File: src/sv/nml_pkg.sv
// Shared types and constants for the nibble-mode parallel link.
package nml_pkg;

    typedef enum logic [1:0] {
        PHASE_IDLE    = 2'd0,
        PHASE_RX_LOW  = 2'd1,
        PHASE_TX_HIGH = 2'd2,
        PHASE_TX_LOW  = 2'd3
    } phase_t;

    typedef enum logic {
        OP_SAMPLE = 1'b0,
        OP_TX_REQ = 1'b1
    } op_t;

    localparam int          STATUS_W        = 5;
    localparam int          TICK_W          = 16;
    localparam logic [15:0] TIMEOUT_RESET   = 16'd100;
    localparam logic [4:0]  BUSY_INVERT     = 5'h10;
    localparam logic [7:0]  FLAG_DRIVE      = 8'h10;
    localparam int          S_TDATA_W       = 16;
    localparam int          M_TDATA_W       = 24;

    typedef struct packed {
        logic [7:0] data_lines;
        logic       rx_valid;
        logic [7:0] rx_byte;
        logic       tx_done;
        logic       tx_timed_out;
        logic       request_refused;
        phase_t     link_phase;
    } result_t;

endpackage

File: src/sv/nibble_mode_parallel_link_core.sv
// Top level of the nibble-mode parallel link: input register, handshake logic, result register.
//
//  channel  dir  fields (low bit up)
//  s_axis   in   tuser: operation; tdata: status_lines[4:0], tx_byte[12:5]
//  m_axis   out  tdata: data_lines, rx_valid, rx_byte, tx_done, tx_timed_out,
//                       request_refused, link_phase
//  cfg      in   cfg_wr_en / cfg_wr_data: timeout_ticks
//
// One item per clock while the output is not stalled: an item waits in the input
// register, then its result lands in the output register.
// Link state updates when an item moves from the input to the output register.
// A stalled output holds its result; the input register still refills as soon
// as its item moves on. Reset brings the link to idle with timeout 100.
module nibble_mode_parallel_link_core (
    input  logic                         clk,
    input  logic                         rst_n,
    input  logic                         cfg_wr_en,
    input  logic [nml_pkg::TICK_W-1:0]   cfg_wr_data,
    input  logic                         s_axis_tvalid,
    output logic                         s_axis_tready,
    input  logic [nml_pkg::S_TDATA_W-1:0] s_axis_tdata,  // status_lines[4:0], tx_byte[12:5]
    input  logic                         s_axis_tuser,  // operation
    output logic                         m_axis_tvalid,
    input  logic                         m_axis_tready,
    output logic [nml_pkg::M_TDATA_W-1:0] m_axis_tdata   // data_lines[7:0], rx_valid[8],
                                                         // rx_byte[16:9], tx_done[17],
                                                         // tx_timed_out[18],
                                                         // request_refused[19],
                                                         // link_phase[21:20]
);
    import nml_pkg::*;

    // input register
    logic                in_valid_reg;
    op_t                 in_op_reg;
    logic [STATUS_W-1:0] in_status_reg;
    logic [7:0]          in_txb_reg;

    // output register
    logic                out_valid_reg;
    result_t             out_reg;

    // link state
    logic [TICK_W-1:0]   timeout_reg;
    logic [STATUS_W-1:0] stable_reg, stable_next;
    logic                known_reg, known_next;
    logic [STATUS_W-1:0] prev_reg, prev_next;
    phase_t              phase_reg, phase_next;
    logic [3:0]          held_reg, held_next;
    logic [TICK_W-1:0]   elapsed_reg, elapsed_next;
    logic                tmo_seen_reg, tmo_seen_next;
    logic [7:0]          drive_reg, drive_next;
    result_t             res_next;

    logic advance;
    assign advance       = in_valid_reg && (!out_valid_reg || m_axis_tready);
    assign s_axis_tready = !in_valid_reg || advance;

    always_ff @(posedge clk or negedge rst_n)
    begin
        if (!rst_n)
        begin
            in_valid_reg <= 1'b0;
        end
        else if (s_axis_tready)
        begin
            in_valid_reg <= s_axis_tvalid;
        end
    end

    always_ff @(posedge clk)
    begin
        if (s_axis_tready && s_axis_tvalid)
        begin
            in_op_reg     <= op_t'(s_axis_tuser);
            in_status_reg <= s_axis_tdata[STATUS_W-1:0];
            in_txb_reg    <= s_axis_tdata[STATUS_W+7:STATUS_W];
        end
    end

    always_ff @(posedge clk or negedge rst_n)
    begin
        if (!rst_n)
        begin
            timeout_reg <= TIMEOUT_RESET;
        end
        else if (cfg_wr_en)
        begin
            timeout_reg <= cfg_wr_data;
        end
    end

    always_ff @(posedge clk or negedge rst_n)
    begin
        if (!rst_n)
        begin
            stable_reg   <= '0;
            known_reg    <= 1'b0;
            prev_reg     <= '0;
            phase_reg    <= PHASE_IDLE;
            held_reg     <= '0;
            elapsed_reg  <= '0;
            tmo_seen_reg <= 1'b0;
            drive_reg    <= '0;
        end
        else if (advance)
        begin
            stable_reg   <= stable_next;
            known_reg    <= known_next;
            prev_reg     <= prev_next;
            phase_reg    <= phase_next;
            held_reg     <= held_next;
            elapsed_reg  <= elapsed_next;
            tmo_seen_reg <= tmo_seen_next;
            drive_reg    <= drive_next;
        end
    end

    logic [STATUS_W-1:0] pv;
    logic                flag_hi, flag_lo, wait_out;

    always_comb
    begin
        stable_next   = stable_reg;
        known_next    = known_reg;
        prev_next     = prev_reg;
        phase_next    = phase_reg;
        held_next     = held_reg;
        elapsed_next  = elapsed_reg;
        tmo_seen_next = tmo_seen_reg;
        drive_next    = drive_reg;
        res_next      = '0;

        // debounce: a value counts once two samples in a row agree
        if (in_status_reg == prev_reg)
        begin
            stable_next = in_status_reg;
            known_next  = 1'b1;
        end
        pv       = stable_next ^ BUSY_INVERT;
        flag_hi  = known_next && pv[4];
        flag_lo  = known_next && !pv[4];
        wait_out = elapsed_reg >= timeout_reg;

        if (in_op_reg == OP_TX_REQ)
        begin
            // no sampling, no tick
            stable_next = stable_reg;
            known_next  = known_reg;
            if (phase_reg == PHASE_IDLE)
            begin
                drive_next    = {4'h1, in_txb_reg[3:0]};
                held_next     = in_txb_reg[7:4];
                elapsed_next  = '0;
                tmo_seen_next = 1'b0;
                phase_next    = PHASE_TX_HIGH;
            end
            else
            begin
                res_next.request_refused = 1'b1;
            end
        end
        else
        begin
            prev_next = in_status_reg;
            unique case (phase_reg)
                PHASE_IDLE:
                begin
                    if (flag_hi)
                    begin
                        held_next  = pv[3:0];
                        drive_next = FLAG_DRIVE;
                        phase_next = PHASE_RX_LOW;
                    end
                end
                PHASE_RX_LOW:
                begin
                    if (flag_lo)
                    begin
                        drive_next        = '0;
                        res_next.rx_valid = 1'b1;
                        res_next.rx_byte  = {pv[3:0], held_reg};
                        phase_next        = PHASE_IDLE;
                    end
                end
                PHASE_TX_HIGH:
                begin
                    if (flag_hi || wait_out)
                    begin
                        if (!flag_hi)
                        begin
                            tmo_seen_next = 1'b1;
                        end
                        drive_next   = {4'h0, held_reg};
                        elapsed_next = '0;
                        phase_next   = PHASE_TX_LOW;
                    end
                    else
                    begin
                        elapsed_next = elapsed_reg + 1'b1;
                    end
                end
                PHASE_TX_LOW:
                begin
                    if (flag_lo || wait_out)
                    begin
                        res_next.tx_done      = 1'b1;
                        res_next.tx_timed_out = tmo_seen_reg || !flag_lo;
                        if (!flag_lo)
                        begin
                            tmo_seen_next = 1'b1;
                        end
                        phase_next = PHASE_IDLE;
                    end
                    else
                    begin
                        elapsed_next = elapsed_reg + 1'b1;
                    end
                end
                default:
                begin
                    phase_next = PHASE_IDLE;
                end
            endcase
        end

        res_next.data_lines = drive_next;
        res_next.link_phase = phase_next;
    end

    always_ff @(posedge clk or negedge rst_n)
    begin
        if (!rst_n)
        begin
            out_valid_reg <= 1'b0;
        end
        else if (!out_valid_reg || m_axis_tready)
        begin
            out_valid_reg <= in_valid_reg;
        end
    end

    always_ff @(posedge clk)
    begin
        if (advance)
        begin
            out_reg <= res_next;
        end
    end

    assign m_axis_tvalid = out_valid_reg;
    assign m_axis_tdata  = {2'b00, out_reg.link_phase, out_reg.request_refused,
                            out_reg.tx_timed_out, out_reg.tx_done, out_reg.rx_byte,
                            out_reg.rx_valid, out_reg.data_lines};

    // a finished receive or transmit always leaves the link idle
    assert property (@(posedge clk) disable iff (!rst_n)
        out_valid_reg && (out_reg.rx_valid || out_reg.tx_done)
            |-> out_reg.link_phase == PHASE_IDLE)
        else $error("completion reported with link not idle");

    // a request taken while idle moves into the first transmit wait
    assert property (@(posedge clk) disable iff (!rst_n)
        advance && in_op_reg == OP_TX_REQ && phase_reg == PHASE_IDLE
            |=> phase_reg == PHASE_TX_HIGH)
        else $error("transmit request did not start handshake");

    // a refused request leaves the phase alone
    assert property (@(posedge clk) disable iff (!rst_n)
        advance && res_next.request_refused |=> phase_reg == $past(phase_reg))
        else $error("refused request changed phase");

    // receive and transmit never complete on the same item
    assert property (@(posedge clk) disable iff (!rst_n)
        out_valid_reg |-> !(out_reg.rx_valid && out_reg.tx_done))
        else $error("receive and transmit completed together");

endmodule

File: config.mk
export PLATFORM = sky130hd
export DESIGN_NAME = nibble_mode_parallel_link_core
export DESIGN_NICKNAME = d
export VERILOG_FILES = /design/src/sv/nml_pkg.sv /design/src/sv/nibble_mode_parallel_link_core.sv
export SDC_FILE = /design/constraint.sdc
export NUM_CORES = 1
export LEC_CHECK = 0
export BUFFER_PORTS_ARGS = -buffer_cell sky130_fd_sc_hd__buf_2
export CAP_MARGIN = 10
export CORE_UTILIZATION = 50
export DETAILED_ROUTE_END_ITERATION = 8
export PLACE_DENSITY = 0.71
export SLEW_MARGIN = 20
export SYNTH_ARGS = -nofsm -noshare
export SYNTH_HDL_FRONTEND = slang
export SYNTH_SLANG_ARGS = --single-unit
File: constraint.sdc
create_clock -name clk -period 5.5 [get_ports clk]
set_input_delay 0 -clock clk [delete_from_list [all_inputs] [get_ports clk]]
set_output_delay 0 -clock clk [all_outputs]
set_load 0.05 [all_outputs]
==> results.md, run 1 <==
- Final setup violation count: 0
- CTS Buf Count: 9
- Antenna violations before repair: 0
- Worst Clk Skew: 0.01577 ns
- Post-route ant nets: 0
- Largest net degree at the start of global routing: 61
- Final Hold Viols: 0
- Max reg flops: 22
- ANT cells: 0
- Die height: 99.96 um
- Layout area overhead: 19.27%
- RSZ-0062 raised after global routing: no
- Synth cell types: 71
- Post-DR wirelength/cell: 14.79 um
- Vias in the first global route: 3,553
- CTS tree: yes
- Core area: 9284 sq um
- Util after Layout: 61.64%
- Via/cell ratio: 5.455
- Hold Buf Count CTS: 34
- Die X-Extent: 99.96 um
- Max Fclk: 330.9 MHz
- Synth async-reset ratio: 62.50%
- Slew @ Worst Pin: 0.7990 ns
- CP Class: register to register
- Critical path's slowest cell: dfrtp_1
- Hold WC Path Type: input port to register
- Clock net sink count: 96
- Post-DP HPWL: 6496 um
- First-pass GRT wire length: 16,530 um
- Synthesized area per cell: 11.08 sq um
- Clk root buf: clkbuf_8
- Site Rows: 35
- # fillers: 770
- YS warnings: 0
- Setup Fix Bufs, Post-CTS: 0
- Ranking of synthesized cells by area: dfrtp_1 (30%), edfxtp_1 (23%), ha_1 (4.4%)
- Commonest non-fill, non-tap cell in the layout: buf_2
- Setup WS pre-CTS: 2.484 ns
- Total track usage: 21.11%
- DRT Pass-1 Iters: 8
- Relative slew slack: 46.74%
- Crit end category: register
- I/O pin count: 64
- Grt total ovfl: 0
- Leak: 2.437 nW
- Slew Limit Fails: 0
- Fin crit share: 54.94%
- Total Wirelength: 9716 um
- Crit-path max cell delay: 0.48 ns
- Yosys reg bits: 96
- Synth area leader: dfrtp_1
- Critical-path cell list: ha_1, and4_1, a221oi_1, o21ai_0, o31ai_4, a31oi_1, a222oi_1, a21bo_2
- Post-synthesis cell count: 433
- GPL Wtd Cong: 0.8299
- Setup TNS: 0 ns
- MaxCap Viol Count: 0
- Crit path DAT: 3.16 ns
- Hold slack: 0.03633 ns
- Clock Latency Late Sink: 0.37 ns
- Worst-path clk slew: 0.10 ns
- Final-stage net count: 578
- Drt drc: 0
- Yosys top cell area share: 29.73%
- Post_cts resized: 0
- Final worst slack: 2.478 ns
- Cell Pwr Density: 364.8 nW/um^2
- Peak supply drop: 0.1793 mV
- Starting density of the core: 51.68%
- Status: finished clean
- Tmin final: 3.022 ns
- Sequential element share of the synthesized area: 53.90%
- H-tree depth: 3
- Commonest non-fill, non-tap cells in the layout: buf_2 (58), dfrtp_1 (57), nand2_1 (41)
- Via count: 3,584
- CP Data Required Time: 5.64 ns
- Cell family with most CP delay: compound AO/OA/AOI/OAI gates
- Share of cells above drive strength 1: 22.16%
- Number of synthesized flops with an enable pin: 36
- Synth Flop Type: dfrtp_1
- Port bufs: 58
- Crit start category: register
- CP bufs+invs: 0
- Die ar.: 9992 sq um
- Starting DRT DRC Count: 180
- Mapped Area: 4798 sq um
- Crit-path max FO: 9
- Max Buffers Root-to-Sink: 2
kinds of logic (layout without fill, tap and decap cells):
| family | count (synthesis) | count (layout) | synth area share [%] |
|---|---|---|---|
| and+or+nand+nor | 153 | 153 | 16.64 |
| AOI/OAI and AO/OA | 105 | 105 | 16.56 |
| DFF | 96 | 96 | 53.90 |
| buffers and inverters | 38 | 132 | 3.311 |
| muxes | 18 | 18 | 4.172 |
| adders and majority gates | 17 | 17 | 4.433 |
| xor gates and xnor gates | 5 | 5 | 0.9128 |
| other | 1 | 2 | 0.07815 |
cells in the mapped netlist, drive strengths merged (6+ instances only):
cell	instances
nand2	42
nand2b	6
clkbuf	12
a21oi	21
a221o	6
nor3	6
inv	20
and3	9
ha	17
nor2	36
nand3	18
nor4	7
mux2i	8
o21bai	6
and2	8
edfxtp	36
mux2	10
o21ai	30
dfrtp	57
where the power goes:
group | switching (mW) | internal [mW] | total (mW)
clock network | 0.269 | 0.173 | 0.442
logic | 0.393 | 0.265 | 0.658
registers | 0.104 | 0.882 | 0.987
per-layer routing:
metal / wire (um) / track usage [%] / part of all wire (%) / vias up
met1: 4448 / 27.78 / 46 / 1719
met4: 162 / 7.919 / 1.7 / 0
li1: - / - / - / 1764
met5: 0 / 0 / 0 / -
met2: 4778 / 35.44 / 49 / 87
met3: 327 / 3.273 / 3.4 / 14
final cells by class:
| type | count | area [sq um] | share of cell area [%] |
|---|---|---|---|
| clock buffers | 9 | 123.9 | 2.164 |
| clock inverters | 7 | 63.81 | 1.115 |
| inverters | 22 | 82.58 | 1.443 |
| multi-input cells | 300 | 2059 | 35.99 |
| flip-flops and latches | 96 | 2586 | 45.19 |
| well taps | 129 | 161.4 | 2.820 |
| repair buffers | 94 | 645.6 | 11.28 |
stage by stage:
stage / cells / area, sq um / total power, mW
floorplan: 434 / 4802 / 1.488
global placement: 607 / 5192 / 1.610
detailed placement: 607 / 5192 / 1.634
CTS: 657 / 5720 / 2.092
global route: 657 / 5723 / 2.210
finish: 657 / 5723 / 2.088
path summary, 6_finish.rpt:
check,start,endpoint,slack [ns],cells past startpoint
worst max-delay path,elapsed_reg[11],m_axis_tdata[1],2.48,8
worst min-delay path,cfg_wr_en,timeout_reg[5],0.04,3
worst max register to register,elapsed_reg[11],m_axis_tdata[1],2.48,8
worst min register to register,known_reg,known_reg,0.49,1
max in group asynchronous,rst_n,timeout_reg[12],4.64,3
min in group asynchronous,rst_n,timeout_reg[1],0.32,3
worst min-delay path: cells and delay by family:
kind	cells	cell delay, ns
AO/OA/AOI/OAI	1	0.07
buffers and inverters	1	0.24
AND/OR/NAND/NOR	1	0.10
Note: power is estimated with default switching activity, not from simulation.
==> run 2: changes to the inputs <==
--- a/config.mk
+++ b/config.mk
@@ -5,6 +5,7 @@
 export SDC_FILE = /design/constraint.sdc
 export NUM_CORES = 1
 export LEC_CHECK = 0
+export ABC_AREA = 1
 export BUFFER_PORTS_ARGS = -buffer_cell sky130_fd_sc_hd__buf_2
 export CAP_MARGIN = 10
 export CORE_UTILIZATION = 50
==> constraint.sdc (replaced) <==
create_clock -name clk -period 2.92 [get_ports clk]
set_input_delay 0 -clock clk [delete_from_list [all_inputs] [get_ports clk]]
set_output_delay 0 -clock clk [all_outputs]
set_load 0.05 [all_outputs]
==> run 2 against run 1 <==
Via count is 8.1% higher. Sequential cell count stayed put. Highest routed layer unchanged. Sequential power is 90% higher. Largest power group unchanged.
==> results.md, run 2 <==
- Starting density of the core: 52.24% (+0.56 points)
- Max reg flops: 22 (unchanged)
- Tmin final: 2.555 ns (-0.4669 ns)
- Worst Clk Skew: 0.008928 ns (-0.006841 ns)
- RSZ-0062 raised after global routing: no
- Psw: 1.698 mW (+120%)
- CP Class: register to register
- Max Buffers Root-to-Sink: 2 (unchanged)
- Vias in the first global route: 3,909 (+10%)
- Synth Flop Type: dfrtp_1
- Via/cell ratio: 4.997 (-8.4%)
- Clock net sink count: 96 (unchanged)
- Total track usage: 22.44% (+1.3 points)
- Crit path DAT: 2.82 ns (-0.34 ns)
- GPL Wtd Cong: 0.8641 (+4.1%)
- Max Fclk: 391.4 MHz (+18%)
- Layout area overhead: 19.93%
- MaxCap Viol Count: 0 (unchanged)
- Largest net degree at the start of global routing: 39 (-36%)
- Final-stage net count: 696 (+20%)
- Yosys top cell area share: 29.13% (-0.59 points)
- Crit start category: register
- Post-DR wirelength/cell: 13.06 um (-12%)
- Setup TNS: 0 ns (unchanged)
- YS warnings: 0 (unchanged)
- Clk root buf: clkbuf_8
- Power Total: 4.371 mW (+110%)
- Post-route ant nets: 0 (unchanged)
- Cell Pwr Density: 744.4 nW/um^2 (+100%)
- Hold Buf Count CTS: 35 (+2.9%)
- Crit-path max FO: 14 (+5)
- Status: finished clean
- Core area: 9371 sq um (+0.94%)
- CTS Buf Count: 9 (unchanged)
- Via count: 3,873 (+8.1%)
- Internal power: 2.673 mW (+100%)
- I/O pin count: 64 (unchanged)
- Synth area leader: dfrtp_1
- Setup Fix Bufs, Post-CTS: 0 (unchanged)
- Util after Layout: 62.66% (+1.0 points)
- Min-delay src: cfg_wr_en
- CP startpoint: timeout_reg[5]
- Crit end category: register
- # fillers: 819 (+6.4%)
- Yosys reg bits: 96 (unchanged)
- Post_cts resized: 0 (unchanged)
- Total Wirelength: 10,120 um (+4.2%)
- Commonest non-fill, non-tap cell in the layout: nand2_1
- DRT Pass-1 Iters: 4 (-4)
- Synth async-reset ratio: 62.50% (unchanged)
- Port bufs: 58 (unchanged)
- Synth cell types: 40 (-44%)
- Antenna violations before repair: 0 (unchanged)
- Share of cells above drive strength 1: 18.27% (-3.9 points)
- Leak: 2.802 nW (+15%)
- Net Sw Frac: 38.85% (+2.1 points)
- Die height: 101.0 um (+1.0%)
- Fin crit share: 87.49% (+33 points)
- ANT cells: 0 (unchanged)
- Die X-Extent: 101.0 um (+1.0%)
- Mapped Area: 4896 sq um (+2.0%)
- Combinational power share: 36.0% (+4.5 points)
- Clock Latency Late Sink: 0.37 ns (about the same)
- CTS tree: yes
- Sequential Power Share: 42.9% (-4.4 points)
- Relative slew slack: 39.59% (-7.1 points)
- Clock power share: 21.0% (-0.2 points)
- R2r startpoint: timeout_reg[5]
- Sequential element share of the synthesized area: 52.82% (-1.1 points)
- First-pass GRT wire length: 17,420 um (+5.4%)
- Drt drc: 0 (unchanged)
- Final setup violation count: 0 (unchanged)
- Grt total ovfl: 0 (unchanged)
- CP Data Required Time: 3.19 ns (-2.45 ns)
- Starting DRT DRC Count: 172 (-4.4%)
- Number of synthesized flops with an enable pin: 36 (unchanged)
- Commonest non-fill, non-tap cells in the layout: nand2_1 (134), inv_1 (77), buf_2 (58)
- Top cells by count, synth: nand2_1 (134), inv_1 (77), dfrtp_1 (57), nor2_1 (43), o21ai_0 (40)
- Post-DP HPWL: 6941 um (+6.8%)
- Most common cell in the netlist: nand2_1
- Worst-path clk slew: 0.09 ns (about the same)
- Hold WC Path Type: input port to register
- Peak supply drop: 0.2999 mV (+67%)
- H-tree depth: 3 (unchanged)
- Final Hold Viols: 0 (unchanged)
- Ranking of synthesized cells by area: dfrtp_1 (29%), edfxtp_1 (22%), nand2_1 (10%)
- Die ar.: 10,190 sq um (+2.0%)
- Slew @ Worst Pin: 0.9061 ns (+0.1072 ns)
- Site Rows: 35 (unchanged)
- Post-synthesis cell count: 543 (+25%)
- Synthesized area per cell: 9.016 sq um (-19%)
- Slew Limit Fails: 0 (unchanged)
## run 2: cell count changes after synthesis, sizes merged, moves of 8 or more
cell   before  now
and2        8    0
and3        9    0
inv        20   82
mux2       10    1
mux2i       8    0
nand2      42  147
nand3      18   32
nor2       36   46
o21ai      30   46
## run 2: per-layer routing
metal	wire [um]	track usage (%)	vias to the layer above
li1	-	-	1950
met1	4320	26.09	1808
met2	5201	39.30	102
met3	465	5.340	13
met4	133	10.14	0
met5	0	0	-
## run 2: final timing paths
check	to	slack [ns]	cells after the start
max	elapsed_reg[11]	0.37	12
max in group asynchronous	timeout_reg[2]	1.75	3
max reg2reg	elapsed_reg[11]	0.37	12
min	timeout_reg[2]	0.05	3
min in group asynchronous	m_axis_tvalid	0.29	2
min reg2reg	known_reg	0.47	2
## run 2: worst max-delay path, stage by stage, from the launching register on
cell and delay (ns):
dfstp_2 0.52, inv_1 0.05, ha_1 0.31, a21oi_1 0.16, o21a_1 0.13, nand2_1 0.08
a21oi_2 0.34, nand2_4 0.10, nand2_4 0.11, nand2_8 0.09, inv_6 0.16, nand2_4 0.13
o21ai_0 0.25
## run 2: kinds of logic (layout without fill, tap and decap cells)
logic type,count (synthesis),in the layout,share of synthesized area [%]
AO/OA/AOI/OAI,80,80,9.737
flip-flops,96,96,52.82
adder cells (fa/ha/maj),17,17,4.344
other,1,2,0.07659
multiplexers,1,1,0.2300
buffers and inverters,95,197,7.922
AND/OR/NAND/NOR,244,244,23.26
XOR/XNOR,9,9,1.610
## run 2: power groups by stage
stage,registers (mW),clock network [mW],logic (mW)
after floorplan,2.11,0,0.968
after global placement,1.89,0,1.48
after detailed placement,1.90,0,1.54
after CTS,1.87,0.945,1.58
after global routing,1.91,0.997,1.77
final,1.88,0.918,1.58
## run 2: layout make-up
class,count,area (sq um),area share (%)
clock inverters,4,68.82,1.172
multi-input cells,353,1926,32.79
inverters,83,316.6,5.391
flip-flops and latches,96,2586,44.04
well taps,129,161.4,2.749
clock buffers,12,135.1,2.301
repair buffers,98,678.2,11.55
## run 2: through the flow
| stage | worst slack, ns | instances | hold WS, ns | cell area (sq um) |
|---|---|---|---|---|
| after floorplan | 0.5692 | 544 | -0.2956 | 4900 |
| after detailed placement | 0.4331 | 724 | 0.1781 | 5318 |
| after CTS | 0.4123 | 775 | 0.02243 | 5872 |
| after global placement | 0.5176 | 724 | 0.1763 | 5318 |
| final | 0.3652 | 775 | 0.04888 | 5872 |
| after global routing | 0.1476 | 775 | 0.08018 | 5872 |
==> run 3: changes to the inputs <==
--- a/config.mk
+++ b/config.mk
@@ -5,7 +5,6 @@
 export SDC_FILE = /design/constraint.sdc
 export NUM_CORES = 1
 export LEC_CHECK = 0
-export ABC_AREA = 1
 export BUFFER_PORTS_ARGS = -buffer_cell sky130_fd_sc_hd__buf_2
 export CAP_MARGIN = 10
 export CORE_UTILIZATION = 50
==> run 3 against run 2 <==
Maximum frequency fell by 8.5%. Critical path type unchanged. First-iteration DRC count rose by 1.2%. Cell count fell by 14%. Clock-buffer cell count fell by 2. Critical path depth fell by 2.
==> results.md, run 3 (synthesis results as in run 1) <==
- Die ar.: 9992 sq um (-2.0%)
- DRT Pass-1 Iters: 5 (+1)
- Commonest non-fill, non-tap cell in the layout: buf_2
- Slew Limit Fails: 0 (unchanged)
- Total Wirelength: 9968 um (-1.5%)
- RSZ-0062 raised after global routing: yes
- I/O pin count: 64 (unchanged)
- Die height: 99.96 um (-0.99%)
- Clock net sink count: 96 (unchanged)
- Final Hold Viols: 0 (unchanged)
- Relative slew slack: 52.80% (+13 points)
- Via count: 3,665 (-5.4%)
- Final Instance Area: 5819 sq um (-0.89%)
- Antenna violations before repair: 0 (unchanged)
- Die X-Extent: 99.96 um (-0.99%)
- Commonest non-fill, non-tap cells in the layout: buf_2 (58), dfrtp_1 (57), nand2_1 (41)
- Max reg flops: 22 (unchanged)
- ANT cells: 0 (unchanged)
- Status: finished clean
- Crit start category: register
- Worst Clk Skew: 0.01127 ns (+0.002340 ns)
- Area of placed instances: 5268 sq um (-0.94%)
- GPL Wtd Cong: 0.8233 (-4.7%)
- Fin cells: 668 (-14%)
- H-tree depth: 3 (unchanged)
- DP Cell Count: 617 (-15%)
- # fillers: 776 (-5.3%)
- Post-DR wirelength/cell: 14.92 um (+14%)
- Largest net degree at the start of global routing: 40 (+2.6%)
- Starting density of the core: 51.68% (-0.56 points)
- Cell Pwr Density: 685.0 nW/um^2 (-8.0%)
- Hold WC Path Type: input port to register
- Final setup violation count: 0 (unchanged)
- First-pass GRT wire length: 16,550 um (-5.0%)
- Final-stage net count: 589 (-15%)
- Crit-path max FO: 9 (-5)
- CTS Buf Count: 9 (unchanged)
- Clock Latency Late Sink: 0.36 ns (about the same)
- Max Buffers Root-to-Sink: 2 (unchanged)
- Setup WS pre-CTS: 0.1183 ns (-0.3148 ns)
- Total track usage: 21.21% (-1.2 points)
- Fin crit share: 95.57% (+8.1 points)
- Hold slack: 0.04432 ns (-0.004560 ns)
- Setup TNS: 0 ns (unchanged)
- Final worst slack: 0.1293 ns (-0.2359 ns)
- Crit end category: register
- Peak supply drop: 0.2864 mV (-4.5%)
- Slew @ Worst Pin: 0.7033 ns (-0.2028 ns)
- Site Rows: 35 (unchanged)
- Vias in the first global route: 3,515 (-10%)
- Post-DP HPWL: 6886 um (-0.79%)
- Share of cells above drive strength 1: 23.56% (+5.3 points)
- Starting DRT DRC Count: 174 (+1.2%)
- Post-route ant nets: 0 (unchanged)
- MaxCap Viol Count: 0 (unchanged)
- CP Class: register to register
- Crit path DAT: 3.09 ns (+0.27 ns)
- Leak: 2.501 nW (-11%)
- Core area: 9284 sq um (-0.93%)
- Tmin final: 2.791 ns (+0.2359 ns)
- Port bufs: 58 (unchanged)
- Grt total ovfl: 0 (unchanged)
- Flop2flop setup slack: 0.13 ns (-0.24 ns)
- Power Total: 3.986 mW (-8.8%)
- Layout area overhead: 21.28%
- CTS tree: yes
- Util after Layout: 62.68% (about the same)
- Max Fclk: 358.3 MHz (-8.5%)
- Worst-path clk slew: 0.10 ns (about the same)
- Via/cell ratio: 5.487 (+9.8%)
- Drt drc: 0 (unchanged)
- Clk root buf: clkbuf_8
- CP Data Required Time: 3.22 ns (+0.03 ns)
run 3: layout make-up:
class | count | area [sq um] | area share, %
Clock buffer | 10 | 137.6 | 2.365
Inverter | 22 | 82.58 | 1.419
Tap cell | 129 | 161.4 | 2.774
Sequential cell | 96 | 2586 | 44.44
Timing Repair Buffer | 105 | 728.2 | 12.51
Clock inverter | 6 | 57.56 | 0.9890
Multi-Input combinational cell | 300 | 2066 | 35.50
run 3: layer usage:
layer	wire length, um	part of all wire (%)	global-route usage [%]
met1	4663	47	28.00
met2	4910	49	35.33
met3	313	3.1	3.900
met4	80	0.80	7.240
met5	0	0	0
run 3: final timing paths:
| path | startpoint | end | cells after the start |
|---|---|---|---|
| setup / recovery | elapsed_reg[9] | elapsed_reg[2] | 10 |
| hold / removal | cfg_wr_en | timeout_reg[5] | 3 |
| setup reg to reg | elapsed_reg[9] | elapsed_reg[2] | 10 |
| hold reg to reg | known_reg | known_reg | 1 |
| max in group asynchronous | rst_n | phase_reg[1] | 3 |
| min in group asynchronous | rst_n | timeout_reg[1] | 2 |
run 3: critical path: stages (launching register included):
cell and delay [ns]:
dfrtp_1 0.41, ha_1 0.29, and4_1 0.23, a221oi_1 0.24, o21ai_1 0.16, o31ai_4 0.39
buf_4 0.19, nand4_2 0.13, buf_4 0.20, a21boi_4 0.29, a221o_1 0.21
run 3: timing repair:
item | 4_1_cts | 5_1_grt
hold endpoints to repair | 53 | 0
hold buffers | 34 | 0
gates resized for setup | 0 | 2
setup endpoints to repair | 0 | 17
buffers inserted | 0 | 1
run 3: power by group:
group          total (mW)  internal [mW]  switching, mW
Sequential           1.86           1.66          0.201
Combinational        1.26          0.508          0.747
Clock               0.868          0.356          0.512
